**src/hdl/route_request_id_cache_unit_defines.svh**
```systemverilog
// Assertion macros for the route request id cache.
// Used by the slot cell and the top level; no other dependency.
`ifndef ROUTE_REQUEST_ID_CACHE_UNIT_DEFINES_SVH
`define ROUTE_REQUEST_ID_CACHE_UNIT_DEFINES_SVH
`ifndef SYNTHESIS
`define RRIC_ASSERT(label, clk, rst_n, prop, msg) \
  label: assert property (@(posedge clk) disable iff (!rst_n) prop) else $error(msg);
`define RRIC_ASSERT_NR(label, clk, prop, msg) \
  label: assert property (@(posedge clk) prop) else $error(msg);
`else
`define RRIC_ASSERT(label, clk, rst_n, prop, msg)
`define RRIC_ASSERT_NR(label, clk, prop, msg)
`endif
`endif

```
**src/hdl/rric_pkg.sv**
```systemverilog
// Package for the route request id cache: sizes and the shared types.
// No dependencies.
`timescale 1ns / 1ps
`default_nettype none
package rric_pkg;
  localparam int TABLE_SLOTS    = 16;
  localparam int IDS_PER_SOURCE = 8;
  localparam int SLOT_W = (TABLE_SLOTS > 1) ? $clog2(TABLE_SLOTS) : 1;
  localparam int POS_W  = (IDS_PER_SOURCE > 1) ? $clog2(IDS_PER_SOURCE) : 1;
  localparam int FILL_W = $clog2(IDS_PER_SOURCE + 1);
  localparam int CNT_W  = $clog2(TABLE_SLOTS + 1);

  // token passed down the row of slot cells
  typedef struct packed {
    logic              valid;
    logic [31:0]       addr;
    logic [15:0]       id;
    logic [31:0]       now;
    logic              found;      // a cell holds this source
    logic [SLOT_W-1:0] found_idx;
    logic              seen;       // id already in that cell's ring
    logic              free_ok;    // a free cell seen so far
    logic [SLOT_W-1:0] free_idx;
    logic [31:0]       old_time;   // oldest creation time so far
    logic [SLOT_W-1:0] old_idx;
    logic              old_free;   // oldest cell is free
  } scan_t;

  // decision broadcast to every cell at the end of the scan
  typedef struct packed {
    logic              wr;         // write happens this cycle
    logic              claim;      // claim slot (else append)
    logic [SLOT_W-1:0] idx;
    logic [31:0]       addr;
    logic [15:0]       id;
    logic [31:0]       now;
  } upd_t;
endpackage
`default_nettype wire

```
**src/hdl/rric_cell.sv**
```systemverilog
// One table slot: source, creation time and id ring, plus its scan step.
// Depends on rric_pkg and the assertion macro header.
`timescale 1ns / 1ps
`default_nettype none
`include "route_request_id_cache_unit_defines.svh"
module rric_cell import rric_pkg::*; (
  input  wire logic              clk,
  input  wire logic              rst_n,
  input  wire logic [SLOT_W-1:0] my_idx,
  input  wire scan_t             scan_in,
  output scan_t                  scan_r,
  input  wire upd_t              upd
);
  logic [31:0]       src_r;
  logic [31:0]       created_r;
  logic [15:0]       ring_r [IDS_PER_SOURCE];
  logic [POS_W-1:0]  head_r, tail_r;
  logic [FILL_W-1:0] fill_r;
  logic              hit;
  logic              mine;
  scan_t             scan_nxt;

  // ring lookup over independent entries, in position order
  always_comb begin
    hit = 1'b0;
    for (int k = 0; k < IDS_PER_SOURCE; k++) begin
      if ((FILL_W'(k) < fill_r) &&
          (ring_r[POS_W'((32'(head_r) + 32'(k)) % IDS_PER_SOURCE)] == scan_in.id))
        hit = 1'b1;
    end
  end

  // scan step: fold this slot into the travelling token
  always_comb begin
    scan_nxt = scan_in;
    if (!scan_in.found && src_r == scan_in.addr) begin
      scan_nxt.found     = 1'b1;
      scan_nxt.found_idx = my_idx;
      scan_nxt.seen      = hit;
    end
    if (!scan_in.free_ok && src_r == 32'd0) begin
      scan_nxt.free_ok  = 1'b1;
      scan_nxt.free_idx = my_idx;
    end
    if (my_idx == '0 || created_r < scan_in.old_time) begin
      scan_nxt.old_time = created_r;
      scan_nxt.old_idx  = my_idx;
      scan_nxt.old_free = (src_r == 32'd0);
    end
  end

  always_ff @(posedge clk) begin
    if (!rst_n) scan_r <= '0;
    else        scan_r <= scan_nxt;
  end

  assign mine = upd.wr && upd.idx == my_idx;

  // slot update
  always_ff @(posedge clk) begin
    if (!rst_n) begin
      src_r  <= '0;
      head_r <= '0;
      tail_r <= '0;
      fill_r <= '0;
    end else if (mine) begin
      if (upd.claim) begin
        src_r  <= upd.addr;
        head_r <= '0;
        tail_r <= POS_W'(1 % IDS_PER_SOURCE);
        fill_r <= FILL_W'(1);
      end else begin
        tail_r <= POS_W'((32'(tail_r) + 32'd1) % IDS_PER_SOURCE);
        if (32'(fill_r) < IDS_PER_SOURCE) fill_r <= fill_r + FILL_W'(1);
        else head_r <= POS_W'((32'(head_r) + 32'd1) % IDS_PER_SOURCE);
      end
    end
  end

  // payload storage, no reset
  always_ff @(posedge clk) begin
    if (mine) begin
      if (upd.claim) begin
        created_r <= upd.now;
        ring_r[0] <= upd.id;
      end else begin
        ring_r[tail_r] <= upd.id;
      end
    end
  end

  `RRIC_ASSERT(a_fill_max, clk, rst_n, 32'(fill_r) <= IDS_PER_SOURCE, "ring fill overflow")
  `RRIC_ASSERT(a_free_empty, clk, rst_n, (src_r == 32'd0) |-> (fill_r == '0), "free slot holds ids")
  `RRIC_ASSERT(a_used_fill, clk, rst_n, (src_r != 32'd0) |-> (fill_r != '0), "used slot empty")
endmodule
`default_nettype wire

```
**config.mk**
```make
export PLATFORM = sky130hd
export DESIGN_NAME = rric_cell
export DESIGN_NICKNAME = d
export VERILOG_FILES = /design/src/hdl/rric_pkg.sv /design/src/hdl/rric_cell.sv
export VERILOG_INCLUDE_DIRS = /design/src /design/src/hdl
export SDC_FILE = /design/constraint.sdc
export NUM_CORES = 1
export LEC_CHECK = 0
export BUFFER_PORTS_ARGS = -buffer_cell sky130_fd_sc_hd__buf_2
export CAP_MARGIN = 15
export CORE_MARGIN = 5
export CORE_UTILIZATION = 25
export DETAILED_ROUTE_END_ITERATION = 10
export GPL_ROUTABILITY_DRIVEN = 0
export PLACE_DENSITY = 0.42
export SYNTH_ARGS = -nofsm -noshare
export SYNTH_HDL_FRONTEND = slang
export SYNTH_SLANG_ARGS = --single-unit
```
**constraint.sdc**
```tcl
create_clock -name clk -period 5.1 [get_ports clk]
set_input_delay 0.51 -clock clk [delete_from_list [all_inputs] [get_ports clk]]
set_output_delay 0.51 -clock clk [all_outputs]
set_load 0.05 [all_outputs]
```
; ---- Word-level counts from Yosys, hierarchy flattened
; Memory sizes are Yosys's and may differ from the RTL's. A register that Yosys moved wholly into a read port is not among the register bits.
; Index checks and enable logic that the tools add are counted.
[op_classes]
muxes = 27
order_cmp = 10
eq_ne = 11
n_reduce_logical = 21
add_sub_neg = 9
[ops]
columns = operator, n
row1 = 16-bit equality test, 8
row2 = 37-bit 2-to-1 mux, 1
row3 = 32-bit equality test, 1
row4 = 32-bit logical NOT, 1
row5 = 32-bit less-than comparator, 1
row6 = 3-bit 2-to-1 mux, 6
row7 = 3-bit by 4-bit less-than comparator with 1-bit output (first input constant), 4
row8 = 16-bit 2-to-1 mux, 1
row9 = 16-bit OR reduction, 1
row10 = 1-bit 2-to-1 mux, 15
row11 = 3-bit adder (second input constant), 4
row12 = 1-bit logical AND, 11
row13 = 1-bit by 4-bit less-than comparator with 1-bit output (first input constant), 2
row14 = 2-bit by 4-bit less-than comparator with 1-bit output (first input constant), 2
row15 = 4-bit 2-to-1 mux, 2
row16 = 3-bit by 1-bit adder with 3-bit output (second input constant), 2
row17 = 3-bit by 2-bit adder with 3-bit output (second input constant), 2
row18 = 6-bit 2-to-1 mux, 1
row19 = 2-bit AND reduction, 3
row20 = 5-bit 2-to-1 mux, 1
row21 = 4-bit by 1-bit adder with 4-bit output (second input constant), 1
row22 = 4-bit equality test, 1
row23 = 4-bit logical NOT, 1
row24 = 4-bit less-than comparator (second input constant), 1
row25 = other kinds (4), 5
[totals]
n_memories = 1
input_bits = 221
elab_cells = 96
out_inout_bits = 129
mem_bits_rw = 128
reg_bits = 203
[mem_list]
columns = name, words, width, rd, rd_clocked_by_memory_dff, write_ports, line_no
row1 = ring_r, 8, 16, 8, 1, 1, rric_cell.sv:16  ; logic [15:0] ring_r [IDS_PER_SOURCE];

; ---- Logic depth before layout (Yosys ltp)
; An unclocked memory read counts as a cell.
[logic_depth]
word_depth = 12
depth_mapped = 17
depth_no_buf = 11

; ---- Least setup slack after synthesis
; OpenSTA, ideal clock, no wires.
[synth_path]
path_type = reg-to-reg
start = register head_r[1]
end = register scan_r[42] (netlist name)
setup_slack_ns = 1.416
required_ns = 5.030
synth_period_minus_slack_ns = 3.684
setup_time_ns = 0.070
n_path_buf = 5
arrival_ns = 3.614
path_stages_with_launch = 16
cell_sequence = dfxtp_1 > clkbuf_1 > clkbuf_1 > clkbuf_1 > inv_1 > ha_1 > buf_2 > buf_2 > mux4_2 > xnor2_1 > nand3_1 > a2111oi_0 > nand4_1 > o32ai_1 > nor3_1 > a21oi_1
[synth_between]
elab_chain_cells = 12
elab_cells_between_ends = 30
classes_between = add/sub (7) / eq/ne (7) / mux (8) / reduce/logical (7) / memory (1)
[synth_rtl]
columns = element, line_no
row1 = from (decl), rric_cell.sv:17  ; logic [POS_W-1:0] head_r, tail_r;
row2 = from (signal assigned), rric_cell.sv:75  ; else head_r <= POS_W'((32'(head_r) + 32'd1) % IDS_PER_SOURCE);
row3 = 3-bit by 1-bit adder with 3-bit output, rric_cell.sv:28  ; (ring_r[POS_W'((32'(head_r) + 32'(k)) % IDS_PER_SOURCE)] == scan_in.id))
row4 = memory 8 x 16 bit *, n/a
row5 = 16-bit equality test, rric_cell.sv:28
row6 = 1-bit logical AND, rric_cell.sv:27  ; if ((FILL_W'(k) < fill_r) &&
row7 = 1-bit 2-to-1 mux (6 in a row), rric_cell.sv:27
row8 = 1-bit 2-to-1 mux *, rric_cell.sv:27
row9 = 6-bit 2-to-1 mux *, rric_cell.sv:36  ; if (!scan_in.found && src_r == scan_in.addr) begin
row10 = to (signal assigned), rric_cell.sv:54  ; else scan_r <= scan_nxt;
row11 = to (decl), rric_cell.sv:11  ; output scan_t scan_r,
; Mark *: on every way between the ends. The rest lies on a longest branch, timed or not.
; A chain may end at the register's enable or synchronous reset.

; ---- Worst setup path after layout
; Same ends and word-level chain as after synthesis.

==> flow_summary_export.csv <==
group,metric,value,unit
run_status,status,"finished, final reports clean",
critical_path,slowest_delay,0.60,ns
finish,n_fill_cell,7467,
synthesis,ys.flop_type,"dfxtp_1",
global_routing,grtUsageMet3,0.0521,
clock_network,clkTransAtPathRegs,0.06,ns
global_routing,grtUsageMet1,0.213,
synthesis,synthAdderAreaFrac,0.0251,
finish,final_net_count,2074,
timing,drv_slew,0,
synthesis,ys_ff_latch,334,
finish,syn_to_final_growth,23.4,%
critical_path,ff2ff_path_depth,11,
floorplanning,start_util,0.252,
synthesis,avgSynthCellArea,12.4,sq um
timing,post-route-min-period,3.73,ns
global_routing,grt_pass1_vias,14200,
global_routing,overflow,0,
floorplanning,std_cell_rows,99,
detailed_routing,drt_iter0_markers,1114,
detailed_routing,antenna_left,0,
finish,drive_above_1_share,0.337,
synthesis,synth_top_family_by_area,"multiplexers",
synthesis,syn-num-nets,1749,
job,maxCapViolations,0,
critical_path,cp.depth,11,
clock_network,clk_latency,0.59,ns
floorplanning,io-pin-count,350,
timing,hold_viol_final,0,
global_routing,track_usage,0.164,
critical_path,rr_startpoint,"head_r[1]$_SDFFE_PN0P_",
clock_network,cts_root_buffer,"clkbuf_16",
synthesis,syn_area,0.0184,sq mm
critical_path,path_buf_inv,1,
clock_network,cts_num_sinks,334,
global_routing,grt_max_degree,140,
critical_path,critPathMaxFanout,49,
synthesis,synth-edff-count,160,
detailed_routing,routed_via_density,4.86,
critical_path,cpLargestDelayFamily,"XOR/XNOR gates",
timing,max_slew_margin,0.204,
timing,tightest_slew,1.19,ns
power,power.density,298,mW/mm^2
clock_network,clockBufferDepth,3,
synthesis,yosys_warnings,0,
critical_path,rrSetupSlack,1.37,ns
floorplanning,die-height,282,um
global_routing,gr-usage-met2,0.265,
clock_network,cts_hold_buf,0,
place,hpwl,51.2,mm
global_routing,antenna_found_initial,26,
floorplanning,die-area,0.0793,sq mm
detailed_routing,drtPass1Iterations,5,
critical_path,worstPathArrival,4.23,ns
critical_path,crit_chain,"buf_4 -> ha_1 -> xor2_2 -> mux2i_1 -> xor2_1 -> nand3_1 -> a2111oi_0 -> nand4_1 -> o32ai_1 -> nor3_1 -> a21oi_1",
critical_path,critPathKind,"register to register",
detailed_routing,via_count,13700,
synthesis,synth_xor_area_frac,0.0832,
synthesis,synth_cell_types,49,
synthesis,ys_async_sr_fraction,0,
critical_path,worstReg2RegEnd,"scan_r[42]$_SDFF_PN0_",
critical_path,cp_data_required_time,5.60,ns
detailed_routing,wl_per_cell,23.6,um
global_routing,grt_pass1_wl,96.7,mm
clock_network,cts_resized,0,
synthesis,synthSimpleGateAreaFrac,0.110,
timing,fin_crit_sh,0.731,
timing,hold_ws,0.0865,ns
timing,fin_setup_tns,0,ns
clock_network,postCtsSetupRepairBufs,0,
power,leakage,8.41,nW
timing,setup_viol,0,
synthesis,synthMuxAreaShare,0.249,
hold_path,hold_class,"primary input to register",
critical_path,cp-end-kind,"register",
floorplanning,die_w,282,um
global_routing,busiest_layer,"met2",
clock_network,cts_tree,"yes",
detailed_routing,drc_errors,0,
timing,grt_setup_unrepaired,"no",
clock_network,h-tree-depth,2,
critical_path,startpoint,"head_r[1]$_SDFFE_PN0P_",
critical_path,worstSetupStartpointType,"register",
timing,clock_skew,0.0448,ns
floorplanning,coreArea,0.0731,sq mm
synthesis,synthCells,1491,
synthesis,synth_compound_area_frac,0.0487,
detailed_routing,wirelength,66.7,mm
critical_path,cp-endpoint,"scan_r[42]$_SDFF_PN0_",
critical_path,slowest_stage,"buf_4",
power,vdd_drop_max,0.290,mV
timing,fmax,268,MHz
clock_network,cts_made_buffers,44,
synthesis,yosysSeqAreaShare,0.450,
place,io_buffers,349,
==> per-layer routing <==
metal / wire [um] / vias up
met5: 136 / -
li1: - / 6183
met4: 2030 / 26
met2: 31200 / 571
met1: 28000 / 6801
met3: 5320 / 143
==> worst min-delay path by stage <==
stage                           startpoint                       to  cells after the start
CTS                                upd[26]  created_r[26]$_DFFE_PP_                      1
detailed placement  src_r[18]$_SDFFE_PN0P_   src_r[18]$_SDFFE_PN0P_                      2
finish                              upd[0]   created_r[0]$_DFFE_PP_                      1
global route                       upd[21]  created_r[21]$_DFFE_PP_                      1
floorplan           src_r[10]$_SDFFE_PN0P_   src_r[10]$_SDFFE_PN0P_                      2
global placement     src_r[4]$_SDFFE_PN0P_    src_r[4]$_SDFFE_PN0P_                      2
==> flip-flops by register name (all words and copies together) (netlist names), named ones only <==
name,flops
scan_r,129
ring_r,128
created_r,32
src_r,32
fill_r,4
head_r,3
tail_r,3
==> layout make-up <==
| cell class | count | area, sq um | share of cell area |
|---|---|---|---|
| tap | 959 | 1200 | 0.0528 |
| clock buffer | 66 | 1310 | 0.0575 |
| multi-input combinational | 1014 | 9570 | 0.421 |
| sequential | 334 | 8300 | 0.365 |
| timing repair buffer | 378 | 2000 | 0.0878 |
| inverter | 44 | 165 | 0.00726 |
| clock inverter | 16 | 171 | 0.00754 |
| antenna | 11 | 27.5 | 0.00121 |
==> power breakdown <==
part	total (mW)	switching [mW]	internal, mW
combinational	0.771	0.532	0.240
clock	3.10	1.25	1.84
sequential	2.91	0.0293	2.88
==> cell families (layout without fill, tap and decap cells) <==
logic type | count (synthesis) | in the layout
AND/OR/NAND/NOR | 409 | 409
flip-flops | 334 | 334
multiplexers | 260 | 260
XOR/XNOR | 175 | 175
buffers and inverters | 143 | 504
AO/OA/AOI/OAI | 133 | 133
adder cells (fa/ha/maj) | 37 | 37
other | 0 | 11
==> layout by cell type (no fill, tap or decap), types with 13 or more instances in the layout <==
| master | n |
|---|---|
| nand2_1 | 167 |
| a21o_1 | 14 |
| clkbuf_1 | 13 |
| a21boi_0 | 35 |
| nor3_1 | 14 |
| and2_1 | 85 |
| mux4_2 | 155 |
| buf_2 | 348 |
| a21oi_1 | 25 |
| nor4_1 | 31 |
| nor2_1 | 31 |
| dfxtp_1 | 168 |
| mux2i_1 | 102 |
| xnor2_1 | 101 |
| o21ai_0 | 22 |
| nand3_1 | 21 |
| inv_1 | 43 |
| ha_1 | 36 |
| xor2_1 | 73 |
| buf_4 | 27 |
| clkbuf_16 | 47 |
| edfxtp_1 | 160 |
| nand4_1 | 27 |
==> stage by stage <==
stage / cells / setup slack (ns) / area (sq um) / power [mW] / utilization
floorplan: 1491 / 1.42 / 18400 / 3.44 / -
global placement: 2729 / 1.29 / 21200 / 3.75 / 0.291
detailed placement: 2729 / 1.08 / 21200 / 3.75 / 0.291
CTS: 2811 / 1.42 / 22700 / 6.91 / 0.311
global route: 2814 / 1.12 / 22700 / 7.07 / 0.311
finish: 2822 / 1.37 / 22700 / 6.78 / 0.311
==> synthesized netlist by cell type (2+ instances only) <==
library cell,number,area (sq um)
buf_1,17,63.8
o21a_1,3,22.5
nor4_1,31,194
o31ai_1,3,22.5
nor2b_1,12,75.1
mux4_1,3,78.8
and2_1,85,532
buf_2,24,120
buf_12,2,40.0
dfxtp_1,174,3480
o211ai_1,3,22.5
nand3_1,21,105
a211oi_1,5,37.5
nor2_1,32,120
a21boi_0,35,263
a21o_1,14,105
ha_1,37,463
a2111oi_0,2,17.5
edfxtp_1,160,4800
xor2_1,74,648
clkbuf_1,48,180
buf_6,3,33.8
nand4_1,27,169
xnor2_1,101,885
nand2b_1,2,12.5
or3_1,2,12.5
o21ai_0,22,110
nor3b_1,2,15.0
or2_2,2,12.5
a31oi_1,4,25.0
nor4b_1,2,17.5
a21oi_1,26,130
a311oi_1,4,35.0
inv_1,44,165
nand2_1,167,627
a22oi_1,2,15.0
buf_4,5,37.5
mux4_2,155,3490
o2bb2ai_1,3,26.3
nor3_1,18,90.1
mux2i_1,102,1020
and3_1,6,37.5
No activity file was read; power rests on OpenSTA's default activity.
